--- config.mk ---
export PLATFORM = sky130hd
export DESIGN_NAME = filament_diameter_speed_regulator
export DESIGN_NICKNAME = d
export VERILOG_FILES = /design/src/rtl/core/fdsr_pkg.sv /design/src/rtl/core/fdsr_window.sv /design/src/rtl/core/filament_diameter_speed_regulator.sv
export SDC_FILE = /design/constraint.sdc
export NUM_CORES = 1
export LEC_CHECK = 0
export BUFFER_PORTS_ARGS = -buffer_cell sky130_fd_sc_hd__buf_2
export CAP_MARGIN = 10
export CORE_AREA = 3 3 238 240
export DETAILED_ROUTE_END_ITERATION = 10
export DIE_AREA = 0 0 241 243
export PLACE_DENSITY = 0.85
export SYNTH_ARGS = -nofsm -noshare
export SYNTH_HDL_FRONTEND = slang
export SYNTH_SLANG_ARGS = --single-unit
--- constraint.sdc ---
create_clock -name i_clk -period 10.6 [get_ports i_clk]
set_input_delay 2.12 -clock i_clk [delete_from_list [all_inputs] [get_ports i_clk]]
set_output_delay 2.12 -clock i_clk [all_outputs]
set_load 0.01 [all_outputs]
--- src/rtl/core/fdsr_pkg.sv ---
`timescale 1ns / 1ps

package fdsr_pkg;

    // Micrometre and steps-per-second quantities
    typedef logic [15:0] t_u16;

    // Request kinds carried by req_type
    localparam logic REQ_SAMPLE = 1'b0;
    localparam logic REQ_TICK   = 1'b1;

    // Configuration register indexes
    typedef enum logic [2:0] {
        CFG_TARGET     = 3'd0,
        CFG_OUTLIER    = 3'd1,
        CFG_DEADBAND   = 3'd2,
        CFG_SPEED_STEP = 3'd3,
        CFG_INTERVAL   = 3'd4,
        CFG_INIT_SPEED = 3'd5
    } t_cfg_idx;

    // Reset values of the configuration registers
    localparam t_u16 TARGET_RST     = 16'd1750;
    localparam t_u16 OUTLIER_RST    = 16'd200;
    localparam t_u16 DEADBAND_RST   = 16'd20;
    localparam t_u16 SPEED_STEP_RST = 16'd5;
    localparam t_u16 INTERVAL_RST   = 16'd10000;
    localparam t_u16 INIT_SPEED_RST = 16'd320;

    // Starting diameter held in every window entry after reset
    localparam int unsigned START_DIAM_INT = 1750;
    localparam t_u16        START_DIAM     = 16'd1750;

    // Millisecond timer saturates here
    localparam logic [16:0] MS_MAX = 17'h1FFFF;
    localparam t_u16        U16_MAX = 16'hFFFF;

endpackage

--- src/rtl/core/fdsr_window.sv ---
`timescale 1ns / 1ps

module fdsr_window #(
    parameter int WINDOW = 10
) (
    input  logic               i_clk,
    input  logic               i_rst_n,
    input  logic               i_take,
    input  fdsr_pkg::t_u16     i_diameter_um,
    output fdsr_pkg::t_u16     o_average_um
);

    localparam int SLOT_W = $clog2(WINDOW);
    localparam int SUM_W  = 16 + $clog2(WINDOW);
    // Reciprocal of WINDOW, exact floor for every sum below 2**SUM_W
    localparam int DIV_SH = SUM_W + $clog2(WINDOW);
    localparam int PROD_W = SUM_W + DIV_SH;
    localparam longint unsigned DIV_M = ((64'd1 << DIV_SH) + WINDOW - 1) / WINDOW;
    localparam logic [SUM_W-1:0] SUM_RST = SUM_W'(fdsr_pkg::START_DIAM_INT * WINDOW);

    fdsr_pkg::t_u16    r_store [WINDOW];
    logic [SLOT_W-1:0] r_slot;
    logic [SLOT_W-1:0] n_slot;
    logic [SUM_W-1:0]  r_sum;
    logic [SUM_W-1:0]  n_sum;
    fdsr_pkg::t_u16    r_average;
    logic [PROD_W-1:0] w_prod;

    // Swap the oldest entry out of the running sum
    assign n_sum  = r_sum - SUM_W'(r_store[r_slot]) + SUM_W'(i_diameter_um);
    assign n_slot = (r_slot == SLOT_W'(WINDOW - 1)) ? '0 : r_slot + 1'b1;

    // Divide by the window through a reciprocal multiply
    assign w_prod = PROD_W'(n_sum) * PROD_W'(DIV_M);

    // Hold the ring, the sum and the average
    always_ff @(posedge i_clk) begin
        if (!i_rst_n) begin
            for (int k = 0; k < WINDOW; k++) begin
                r_store[k] <= fdsr_pkg::START_DIAM;
            end
            r_slot    <= '0;
            r_sum     <= SUM_RST;
            r_average <= fdsr_pkg::START_DIAM;
        end else if (i_take) begin
            r_store[r_slot] <= i_diameter_um;
            r_slot          <= n_slot;
            r_sum           <= n_sum;
            r_average       <= w_prod[DIV_SH +: 16];
        end
    end

    assign o_average_um = r_average;

endmodule

--- src/rtl/core/filament_diameter_speed_regulator.sv ---
`timescale 1ns / 1ps
// A request is held in the input stage, then processed into the result register.
// Throughput: one request per cycle while the output is not stalled; the state
// update for a request is written as it is processed, so the next request sees it.
// Reset (synchronous, active low) loads the configuration defaults, fills the
// window with 1750 um, sets the speed to 320 steps/s and clears the timer.
module filament_diameter_speed_regulator #(
    parameter int WINDOW = 10
) (
    input  logic           i_clk,
    input  logic           i_rst_n,
    // request channel
    input  logic           i_in_valid,
    output logic           o_in_stall,
    input  logic           i_req_type,
    input  fdsr_pkg::t_u16 i_diameter_um,
    // result channel
    output logic           o_out_valid,
    input  logic           i_out_stall,
    output fdsr_pkg::t_u16 o_speed_sps,
    output fdsr_pkg::t_u16 o_average_um,
    output logic           o_sample_accepted,
    output logic           o_speed_changed,
    // configuration channel
    input  logic           i_cfg_valid,
    output logic           o_cfg_ready,
    input  logic [2:0]     i_cfg_index,
    input  fdsr_pkg::t_u16 i_cfg_data
);

    // Configuration registers
    fdsr_pkg::t_u16 r_target;
    fdsr_pkg::t_u16 r_outlier;
    fdsr_pkg::t_u16 r_deadband;
    fdsr_pkg::t_u16 r_speed_step;
    fdsr_pkg::t_u16 r_interval;
    fdsr_pkg::t_u16 r_init_speed;

    // Input stage
    logic           r_in_valid;
    logic           r_in_type;
    fdsr_pkg::t_u16 r_in_diam;

    // Controller state and result flags
    fdsr_pkg::t_u16 r_speed;
    logic [16:0]    r_ms;
    logic           r_out_valid;
    logic           r_out_acc;
    logic           r_out_chg;

    logic           w_fire;
    logic           w_take;
    fdsr_pkg::t_u16 w_average;
    fdsr_pkg::t_u16 w_dist;
    logic [16:0]    w_ms_inc;
    logic           w_due;
    logic           w_low;
    logic           w_high;
    logic [16:0]    w_up_sum;
    fdsr_pkg::t_u16 w_speed_dn;
    fdsr_pkg::t_u16 w_speed_up;
    fdsr_pkg::t_u16 n_speed;
    logic [16:0]    n_ms;
    logic           n_chg;

    // Process the held request whenever the result register can take it
    assign w_fire     = r_in_valid && (!r_out_valid || !i_out_stall);
    assign o_in_stall = r_in_valid && !w_fire;
    assign o_cfg_ready = 1'b1;

    // Outlier check against the current average
    assign w_dist = (r_in_diam >= w_average) ? (r_in_diam - w_average)
                                             : (w_average - r_in_diam);
    assign w_take = w_fire && (r_in_type == fdsr_pkg::REQ_SAMPLE) && (w_dist < r_outlier);

    fdsr_window #(
        .WINDOW (WINDOW)
    ) u_window (
        .i_clk         (i_clk),
        .i_rst_n       (i_rst_n),
        .i_take        (w_take),
        .i_diameter_um (r_in_diam),
        .o_average_um  (w_average)
    );

    // Advance the timer and decide on a correction
    assign w_ms_inc   = (r_ms == fdsr_pkg::MS_MAX) ? r_ms : r_ms + 17'd1;
    assign w_due      = w_ms_inc > {1'b0, r_interval};
    assign w_low      = ({1'b0, w_average} + {1'b0, r_deadband}) < {1'b0, r_target};
    assign w_high     = {1'b0, w_average} > ({1'b0, r_target} + {1'b0, r_deadband});
    assign w_up_sum   = {1'b0, r_speed} + {1'b0, r_speed_step};
    assign w_speed_dn = (r_speed > r_speed_step) ? (r_speed - r_speed_step) : '0;
    assign w_speed_up = w_up_sum[16] ? fdsr_pkg::U16_MAX : w_up_sum[15:0];

    always_comb begin
        n_speed = r_speed;
        n_ms    = w_ms_inc;
        n_chg   = 1'b0;
        if (w_due) begin
            n_ms = '0;
            if (w_low) begin
                n_speed = w_speed_dn;
                n_chg   = 1'b1;
            end else if (w_high) begin
                n_speed = w_speed_up;
                n_chg   = 1'b1;
            end
        end
    end

    // Write configuration registers; unknown indexes are dropped
    always_ff @(posedge i_clk) begin
        if (!i_rst_n) begin
            r_target     <= fdsr_pkg::TARGET_RST;
            r_outlier    <= fdsr_pkg::OUTLIER_RST;
            r_deadband   <= fdsr_pkg::DEADBAND_RST;
            r_speed_step <= fdsr_pkg::SPEED_STEP_RST;
            r_interval   <= fdsr_pkg::INTERVAL_RST;
            r_init_speed <= fdsr_pkg::INIT_SPEED_RST;
        end else if (i_cfg_valid && o_cfg_ready) begin
            case (fdsr_pkg::t_cfg_idx'(i_cfg_index))
                fdsr_pkg::CFG_TARGET:     r_target     <= i_cfg_data;
                fdsr_pkg::CFG_OUTLIER:    r_outlier    <= i_cfg_data;
                fdsr_pkg::CFG_DEADBAND:   r_deadband   <= i_cfg_data;
                fdsr_pkg::CFG_SPEED_STEP: r_speed_step <= i_cfg_data;
                fdsr_pkg::CFG_INTERVAL:   r_interval   <= i_cfg_data;
                fdsr_pkg::CFG_INIT_SPEED: r_init_speed <= i_cfg_data;
                default: ;
            endcase
        end
    end

    // Capture a request into the input stage
    always_ff @(posedge i_clk) begin
        if (!i_rst_n) begin
            r_in_valid <= 1'b0;
        end else if (i_in_valid && !o_in_stall) begin
            r_in_valid <= 1'b1;
        end else if (w_fire) begin
            r_in_valid <= 1'b0;
        end
    end

    always_ff @(posedge i_clk) begin
        if (i_in_valid && !o_in_stall) begin
            r_in_type <= i_req_type;
            r_in_diam <= i_diameter_um;
        end
    end

    // Update speed and timer on a tick; reset loads the default start speed
    always_ff @(posedge i_clk) begin
        if (!i_rst_n) begin
            r_speed <= fdsr_pkg::INIT_SPEED_RST;
            r_ms    <= '0;
        end else if (w_fire && (r_in_type == fdsr_pkg::REQ_TICK)) begin
            r_speed <= n_speed;
            r_ms    <= n_ms;
        end
    end

    // Load the result register; hold it while the output is stalled
    always_ff @(posedge i_clk) begin
        if (!i_rst_n) begin
            r_out_valid <= 1'b0;
        end else if (w_fire) begin
            r_out_valid <= 1'b1;
        end else if (!i_out_stall) begin
            r_out_valid <= 1'b0;
        end
    end

    always_ff @(posedge i_clk) begin
        if (w_fire) begin
            r_out_acc <= w_take;
            r_out_chg <= (r_in_type == fdsr_pkg::REQ_TICK) && n_chg;
        end
    end

    // State changes only when a request is processed, so it is the result
    assign o_out_valid       = r_out_valid;
    assign o_speed_sps       = r_speed;
    assign o_average_um      = w_average;
    assign o_sample_accepted = r_out_acc;
    assign o_speed_changed   = r_out_chg;

    // Speed moves only on a processed tick
    a_speed_only_on_tick: assert property (@(posedge i_clk) disable iff (!i_rst_n)
        !(w_fire && (r_in_type == fdsr_pkg::REQ_TICK)) |=> $stable(r_speed))
        else $error("speed changed without a processed tick");

    // Timer holds across samples
    a_ms_holds_on_sample: assert property (@(posedge i_clk) disable iff (!i_rst_n)
        (w_fire && (r_in_type == fdsr_pkg::REQ_SAMPLE)) |=> $stable(r_ms))
        else $error("timer moved on a sample");

    // Average holds while a result waits
    a_average_holds: assert property (@(posedge i_clk) disable iff (!i_rst_n)
        (r_out_valid && i_out_stall) |=> $stable(w_average))
        else $error("average changed under a stalled result");

    // Every processed request produces a result
    a_fire_gives_result: assert property (@(posedge i_clk) disable iff (!i_rst_n)
        w_fire |=> r_out_valid)
        else $error("processed request lost its result");

endmodule

# Yosys cells after proc, flatten, opt, wreduce, memory -nomap -nowiden

Memories as Yosys holds them, arrays and structs flattened. A register that Yosys moved wholly into a read port is not among the register bits.
Index checks and enable logic that the tools add are counted.

Memory bits (writable): 160
Register bits: 174
Output and inout bits: 37
Logic and storage cells: 88
Input bits: 41
Memories kept: 1

Memories:

| memory           | depth | width | rd ports | clocked after memory_dff | wr ports | line              | text |
|---|---|---|---|---|---|---|---|
| u_window.r_store | 10    | 16    | 1        | 1                        | 10       | fdsr_window.sv:21 | `fdsr_pkg::t_u16 r_store [WINDOW];` |

Multiply operators: 1
Add/subtract/negate cells: 10
Equality and inequality tests: 7
Magnitude comparators: 6
Reduce and logical (&&, ||, !) cells: 22
Multiplexer cells: 24
Bitwise operators: 1

Operators by type and width:

| kind                                                | count |
|---|---|
| two-way mux 16 bit                                  | 6 |
| adder 16 x 16 -> 17 bit                             | 3 |
| subtractor 16 bit                                   | 3 |
| multiplier 20 x 20 -> 39 bit, second input constant | 1 |
| two-way mux 17 bit                                  | 2 |
| adder 20 x 16 -> 20 bit                             | 1 |
| subtractor 20 x 16 -> 20 bit                        | 1 |
| adder 17 x 1 -> 17 bit, second input constant       | 1 |
| equality test 17 bit, second input constant         | 1 |
| greater-than comparator 16 x 17 -> 1 bit            | 1 |
| greater-than comparator 17 x 16 -> 1 bit            | 1 |
| less-than comparator 17 x 16 -> 1 bit               | 1 |
| greater-or-equal comparator 16 bit                  | 1 |
| greater-than comparator 16 bit                      | 1 |
| less-than comparator 16 bit                         | 1 |
| two-way mux 4 bit                                   | 4 |
| OR reduction 16 bit                                 | 1 |
| two-way mux 1 bit                                   | 12 |
| AND reduction 2 bit                                 | 5 |
| logical AND 1 bit                                   | 7 |
| equality test 3 x 2 -> 1 bit, second input constant | 2 |
| adder 4 x 1 -> 4 bit, second input constant         | 1 |
| equality test 4 bit, second input constant          | 1 |
| zero test 1 bit                                     | 4 |
| 8 further kinds                                     | 9 |

# Logic depth before layout (Yosys ltp)

Gate-level depths: netlist (run 1).

Depth after elaboration: 10
Mapped depth: 38
Mapped depth without buffers: 36

# Cells and area by module

A second synthesis (run 1) with hierarchy kept.

Cells, all modules: 3097
Area total of the unflattened synthesis: 31761.7 um^2

By module, submodules not included:

| module                            | cells an instance | area each (um^2) | sequential area each (um^2) | times used |
|---|---|---|---|---|
| fdsr_window                       | 1637              | 20423.3          | 8568.2                      | 1 |
| filament_diameter_speed_regulator | 1460              | 11338.4          | 2872.8                      | 1 |

# Worst setup path after synthesis (run 1)

OpenSTA, ideal clock, no wires.

Path kind: register -> register
Start point: register (tool-made name)
End point: register u_window.r_average[13] (netlist: u_window.o_average_um[13])
Arrival: 10.019 ns
Cell stages (with the launch flop): 39
Buffers on the path: 2
Period minus slack after synthesis: 10.106 ns
Path slack: 0.494 ns
Cells stage by stage: dfxtp_1 clkbuf_1 buf_1 mux4_2 mux4_2 ha_1 inv_1 ha_1 fa_1 a21oi_1 o21ai_0 a21oi_1 o21bai_1 a21boi_0 o21bai_1 o41ai_1 xor2_1 inv_1 [... 3 more ...] inv_1 fa_1 inv_1 fa_1 fa_1 inv_1 fa_1 inv_1 ha_1 nand2_1 o211ai_1 a221oi_1 o211ai_1 o21a_1 a31o_2 a31oi_1 mux2_2 o31ai_1

RTL lines:

| what                   | line              | text |
|---|---|---|
| end signal: assignment | fdsr_window.sv:44 | `r_average <= fdsr_pkg::START_DIAM;` |
| end signal: assignment | fdsr_window.sv:49 | `r_average <= w_prod[DIV_SH +: 16];` |
| end: declaration       | fdsr_window.sv:26 | `fdsr_pkg::t_u16 r_average;` |

==> results.sh, run 1 <==
export IMPL_run_status="finished clean"
export IMPL_layout_drive_gt1_share_pct=10.83
export IMPL_finalSetupTns_ps=0
export IMPL_most_frequent_cells_after_synthesis="inv_1, ha_1, nand2_1"
export IMPL_die_area_sq_mm=0.05856
export IMPL_antenna_left=0
export IMPL_max_cap_violations=0
export IMPL_final_cells=3891
export IMPL_clock_skew_ps=35.39
export IMPL_tightestPinTransition_ps=1366
export IMPL_cts_inserted_buffers=45
export IMPL_initial_utilization_pct=57.67
export IMPL_globalRouteOverflowTotal=0
export IMPL_async_flop_share_pct=0
export IMPL_final_nets=3720
export IMPL_grt_pass1_vias=23766
export IMPL_top_level_ports=78
export IMPL_grt_busiest_layer="met2"
export IMPL_globalRouteTotalUtil_pct=29.64
export IMPL_cts_path_max_buffers=3
export IMPL_yosys_area_top_type_share_pct=26.09
export IMPL_critical_path_slowest_cell="mux4_2"
export IMPL_fp_coreArea_sq_mm=0.05488
export IMPL_grt_first_pass_wirelength_microns=134200
export IMPL_totalWireLength_microns=86440
export IMPL_maximum_clock_frequency_mhz=99.01
export IMPL_synth_cells=3081
export IMPL_gr_usage_met3_pct=6.897
export IMPL_syn_area_per_cell_sq_um=10.27
export IMPL_tritoncts="built"
export IMPL_routed_via_density=6.216
export IMPL_clkSinkCount=434
export IMPL_crit_fanout=13
export IMPL_synth_nets=3648
export IMPL_grt_setup_unrepaired="false"
export IMPL_drtIter0Drc=2724
export IMPL_antenna_cells_inserted=0
export IMPL_path_buf_inv=8
export IMPL_dp_cells=3799
export IMPL_yosysMostFrequentCell="inv_1"
export IMPL_edff_count_synth=275
export IMPL_netlist_cell_type_count=90
export IMPL_clk_insertion_delay_late_ps=600
export IMPL_met2_usage_grt_pct=46.35
export IMPL_io_buffer_count=76
export IMPL_placement_rows=86
export IMPL_critical_path_class="register to register"
export IMPL_min_delay_worst_endpoint="r_outlier[2]$_SDFFE_PN0P_"
export IMPL_synthTopCellsByArea="edfxtp_1, ha_1, dfxtp_1"
export IMPL_final_period_minus_worst_setup_slack_ps=10100
export IMPL_floorplan_die_height_microns=243
export IMPL_holdPathStages=2
export IMPL_worst_hold_startpoint="r_outlier[2]$_SDFFE_PN0P_"
export IMPL_worst_path_top_cell_family_by_delay="adder cells"
export IMPL_final_period_utilization_pct=95.28
export IMPL_synth_yosys_seq_area_share_pct=36.15
export IMPL_yosys_area_top_type="edfxtp_1"
export IMPL_post_drt_wl_per_cell_microns=22.21
export IMPL_synthesis_area_sq_mm=0.03165
export IMPL_worst_r2r_path_depth=38
export IMPL_count_of_endpoints_failing_hold_in_the_final_timing_report=0
export IMPL_timing_max_slew_rel_slack_pct=8.242
export IMPL_crit_reg2reg_capture="u_window.o_average_um[14]$_SDFFE_PN0P_"
export IMPL_routed_via_count=24188
export IMPL_gp_routability_congestion=0.9677
export IMPL_synthesis_yosys_warnings=0
export IMPL_setup_violations_final=0
export IMPL_cts_htree_levels=2
export IMPL_timing_critical_path_arrival_ps=10520
export IMPL_hold_class="register to register"
export IMPL_die_width_microns=241
export IMPL_worst_setup_path_end_kind="register"
export IMPL_flow_area_growth_from_synthesis_pct=8.402
export IMPL_cts_hold_buf=0
export IMPL_report_final_slew_viol_count=0
export IMPL_grt_start_max_net_pins=65
export IMPL_detailed_place_hpwl_microns=64580
export IMPL_grt_antenna_before_repair=0
export IMPL_worst_ep_required_time_ps=11020
export IMPL_met1_usage_pct=40.20
export IMPL_ys_ff_latch=434
export IMPL_clk_root_buffer_cell="clkbuf_16"
export IMPL_drt_pre_antenna_iters=6
export IMPL_max_stage_delay_ps=520
export IMPL_critical_path_startpoint_type="register"
export IMPL_timing_reg2reg_setup_slack_ps=500
export IMPL_drc=0
export IMPL_dominantRegCellSynth="edfxtp_1"
export IMPL_clkTransAtPathRegs_ps=60
==> cells by family (layout without fill, tap and decap cells) <==
| family | count (synthesis) | in the layout | synth area share, % |
|---|---|---|---|
| buffers and inverters | 557 | 663 | 6.836 |
| adders and majority gates | 526 | 526 | 24.54 |
| and+or+nand+nor | 790 | 790 | 11.52 |
| DFF | 434 | 434 | 36.15 |
| AOI/OAI and AO/OA | 576 | 576 | 11.94 |
| xor gates and xnor gates | 104 | 104 | 2.878 |
| other | 1 | 1 | 0.01185 |
| muxes | 93 | 93 | 6.116 |
==> worst max path at each step <==
stage	end	slack [ps]	cells past startpoint
final	u_window.o_average_um[14]$_SDFFE_PN0P_	500	38
after global routing	u_window.o_average_um[13]$_SDFFE_PN0P_	30	35
after CTS	u_window.o_average_um[14]$_SDFFE_PN0P_	30	36
after detailed placement	u_window.o_average_um[14]$_SDFFE_PN0P_	70	36
after global placement	u_window.o_average_um[14]$_SDFFE_PN0P_	280	36
after floorplan	u_window.o_average_um[13]$_SDFFE_PN0P_	490	38
==> layer usage <==
metal,vias up,part of all wire (%)
met5,-,0
met3,257,11
met2,1332,46
met1,11694,39
met4,0,4.0
li1,10905,-
==> flip-flops by register name, summed over array words and instances (netlist names), 16 cells and up, named ones only <==
name,flops
r_outlier,16
u_window.r_store,256
r_speed_step,16
r_deadband,16
r_interval,16
r_ms,17
o_speed_sps,16
r_in_diam,16
u_window.r_sum,20
u_window.o_average_um,16
r_target,16
==> worst reg2reg max path, delay by kind of cell, from the launching register on <==
kind            cells  cell delay [ps]
compound gates     15             3030
xor+xnor            1              270
fa+ha+maj          11             4270
buf+inv             8              790
flops               1              450
mux                 2             1010
simple gates        1              110
==> cells in the final DEF, fill, tap and decap left out, types with 15 or more instances in the layout <==
master     instances
nand4_1           27
nand2b_1          15
o211ai_1          34
and2_1            17
clkbuf_16         45
fa_1             158
mux4_2            80
nand3_1           44
xor2_1            48
nand2_1          321
o21ai_0           75
nor3_1            40
a31oi_1           18
a211oi_1          18
xnor2_1           56
buf_2             76
nor2_1           199
a21oi_1          210
edfxtp_1         275
nor2b_1           21
dfxtp_1          157
a21o_1            65
inv_1            440
ha_1             368
buf_4             63
or3_1             21
o21bai_1          20
and3_1            24
==> layout make-up <==
class	instances	area (sq um)
Clock buffer	56	1179
Clock inverter	25	200.2
Fill cell	4155	20570
Inverter	442	1662
Multi-Input combinational cell	2090	18070
Sequential cell	434	11450
Tap cell	704	880.8
Timing Repair Buffer	140	864.6
==> through the flow <==
stage,hold WS (ps),util [%],worst slack [ps],instance area (sq um)
2_1_floorplan,433.6,-,494.0,31650
4_1_cts,455.3,62.31,31.17,34200
6_report,455.3,62.51,500.4,34310
3_5_place_dp,447.5,59.80,71.53,32820
3_3_place_gp,441.9,59.80,276.2,32820
5_1_grt,476.4,62.51,28.83,34310
==> timing repair <==
item | CTS | global route
setup buffers | 0 | 11
gates resized for setup | 0 | 7
endpoints found under the setup margin | 0 | 14
Power of run 1 is left out: the tool's default activity adds up to more than one toggle a clock period on the data nets, which glitch-free logic cannot reach.
==> run 2: changes to the inputs <==
--- a/config.mk
+++ b/config.mk
@@ -5,12 +5,14 @@
 export SDC_FILE = /design/constraint.sdc
 export NUM_CORES = 1
 export LEC_CHECK = 0
+export ABC_CLOCK_PERIOD_IN_PS = 10600
 export BUFFER_PORTS_ARGS = -buffer_cell sky130_fd_sc_hd__buf_2
 export CAP_MARGIN = 10
 export CORE_AREA = 3 3 238 240
 export DETAILED_ROUTE_END_ITERATION = 10
 export DIE_AREA = 0 0 241 243
 export PLACE_DENSITY = 0.85
+export RECOVER_POWER = 100
 export SYNTH_ARGS = -nofsm -noshare
 export SYNTH_HDL_FRONTEND = slang
 export SYNTH_SLANG_ARGS = --single-unit
==> run 2 against run 1 <==
  * The flow now finishes with violations (capacitance limit, slew limit)
  * First-iteration DRC count down 4.7%
  * Die area is the same
  * Sequential cell count unchanged
  * Highest routed layer unchanged
==> results.sh, run 2 (synthesis gave the netlist of run 1 again) <==
export IMPL_cts_htree_levels=2
export IMPL_report_final_slew_viol_count=155
export IMPL_layout_drive_gt1_share_pct=8.566
export IMPL_cts_inserted_buffers=45
export IMPL_crit_fanout=13
export IMPL_critical_path_startpoint_type="register"
export IMPL_drtIter0Drc=2596
export IMPL_final_period_minus_worst_setup_slack_ps=10190
export IMPL_clock_skew_ps=33.03
export IMPL_clkSinkCount=434
export IMPL_top_register_by_number_of_flip_flops="u_window.r_store"
export IMPL_worst_r2r_path_depth=38
export IMPL_die_area_sq_mm=0.05856
export IMPL_timing_max_slew_rel_slack_pct=-120.6
export IMPL_clkTransAtPathRegs_ps=60
export IMPL_layout_cells_most_common="inv_1"
export IMPL_post_drt_wl_per_cell_microns=22.27
export IMPL_critical_path_slowest_cell="mux4_2"
export IMPL_flow_area_growth_from_synthesis_pct=7.789
export IMPL_detailed_place_hpwl_microns=64580
export IMPL_finalSetupTns_ps=0
export IMPL_initial_utilization_pct=57.67
export IMPL_largest_register_ffs=256
export IMPL_setup_violations_final=0
export IMPL_max_stage_delay_ps=540
export IMPL_drc=0
export IMPL_routed_via_count=24284
export IMPL_maximum_clock_frequency_mhz=98.14
export IMPL_globalRouteTotalUtil_pct=29.64
export IMPL_final_cells=3891
export IMPL_fp_coreArea_sq_mm=0.05488
export IMPL_io_buffer_count=76
export IMPL_antenna_left=0
export IMPL_placement_rows=86
export IMPL_worst_setup_path_end_kind="register"
export IMPL_gp_routability_congestion=0.9677
export IMPL_holdWs_ps=455.4
export IMPL_final_period_utilization_pct=96.13
export IMPL_critical_path_class="register to register"
export IMPL_clk_root_buffer_cell="clkbuf_16"
export IMPL_dp_cells=3799
export IMPL_routed_via_density=6.241
export IMPL_path_buf_inv=8
export IMPL_holdPathStages=2
export IMPL_grt_setup_unrepaired="false"
export IMPL_tritoncts="built"
export IMPL_layout_common_cells="inv_1, ha_1, nand2_1"
export IMPL_globalRouteOverflowTotal=0
export IMPL_floorplan_die_height_microns=243
export IMPL_largest_registers="u_window.r_store (256), u_window.r_sum (20), r_ms (17)"
export IMPL_min_delay_worst_endpoint="r_outlier[2]$_SDFFE_PN0P_"
export IMPL_hold_class="register to register"
export IMPL_timing_reg2reg_setup_slack_ps=410
export IMPL_grt_start_max_net_pins=65
export IMPL_antenna_cells_inserted=0
export IMPL_clk_insertion_delay_late_ps=590
export IMPL_run_status="complete, but fails checks"
export IMPL_tightestPinTransition_ps=3309
export IMPL_cts_path_max_buffers=3
export IMPL_totalWireLength_microns=86660
export IMPL_place_area_sq_mm=0.03282
export IMPL_grt_pass1_vias=23766
export IMPL_worst_hold_startpoint="r_outlier[2]$_SDFFE_PN0P_"
export IMPL_seq_area_sq_mm=0.01145
export IMPL_fillerInstances=4220
export IMPL_grt_first_pass_wirelength_microns=134200
export IMPL_final_cell_area_sq_mm=0.03411
export IMPL_final_nets=3720
export IMPL_crit_reg2reg_capture="u_window.o_average_um[14]$_SDFFE_PN0P_"
export IMPL_multiInputGateArea_sq_mm=0.01799
export IMPL_count_of_endpoints_failing_hold_in_the_final_timing_report=0
export IMPL_violations="capacitance limit, slew limit"
export IMPL_worst_path_top_cell_family_by_delay="adder cells"
export IMPL_worst_ep_required_time_ps=11020
export IMPL_timing_critical_path_arrival_ps=10610
export IMPL_drt_pre_antenna_iters=6
export IMPL_top_level_ports=78
export IMPL_die_width_microns=241
export IMPL_grt_antenna_before_repair=0
export IMPL_max_cap_violations=4
## run 2: metrics by stage
stage                     setup slack [ps]  util (%)
final                                410.2     62.16
after global routing                 24.63     62.16
after CTS                            31.17     62.31
after detailed placement             71.53     59.80
after global placement               276.2     59.80
after floorplan                      494.0         -
## run 2: worst min-delay path: cells and delay by family (launching register included)
| kind | cells | cell delay [ps] |
|---|---|---|
| DFF | 1 | 310 |
| AOI/OAI and AO/OA | 1 | 50 |
| and+or+nand+nor | 1 | 50 |
## run 2: cell type report
cell class                      count  area share [%]
Clock inverter                     25          0.5869
Tap cell                          704           2.582
Sequential cell                   434           33.56
Clock buffer                       56           3.455
Multi-Input combinational cell   2090           52.75
Inverter                          442           4.871
Timing Repair Buffer              140           2.190
## run 2: worst max-delay path by stage
stage	cells after the start	start	end
3_5_place_dp	36	register	u_window.o_average_um[14]$_SDFFE_PN0P_
5_1_grt	38	register	u_window.o_average_um[13]$_SDFFE_PN0P_
4_1_cts	36	register	u_window.o_average_um[14]$_SDFFE_PN0P_
3_3_place_gp	36	register	u_window.o_average_um[14]$_SDFFE_PN0P_
6_report	38	register	u_window.o_average_um[14]$_SDFFE_PN0P_
2_1_floorplan	38	register	u_window.o_average_um[13]$_SDFFE_PN0P_
## run 2: timing repair
action | 4_1_cts | 5_1_grt
setup buffers | 0 | 11
hold buffers | 0 | 0
setup endpoints to repair | 0 | 14
gates resized for setup | 0 | 7
## run 2: metal layers
| layer | track usage [%] | vias up | share of wire [%] |
|---|---|---|---|
| met5 | 0 | - | 0 |
| met4 | 11.46 | 0 | 4.0 |
| met3 | 6.897 | 273 | 11 |
| met2 | 46.35 | 1360 | 46 |
| met1 | 40.20 | 11753 | 39 |
| li1 | - | 10898 | - |
Power of run 2 is left out for the same reason.
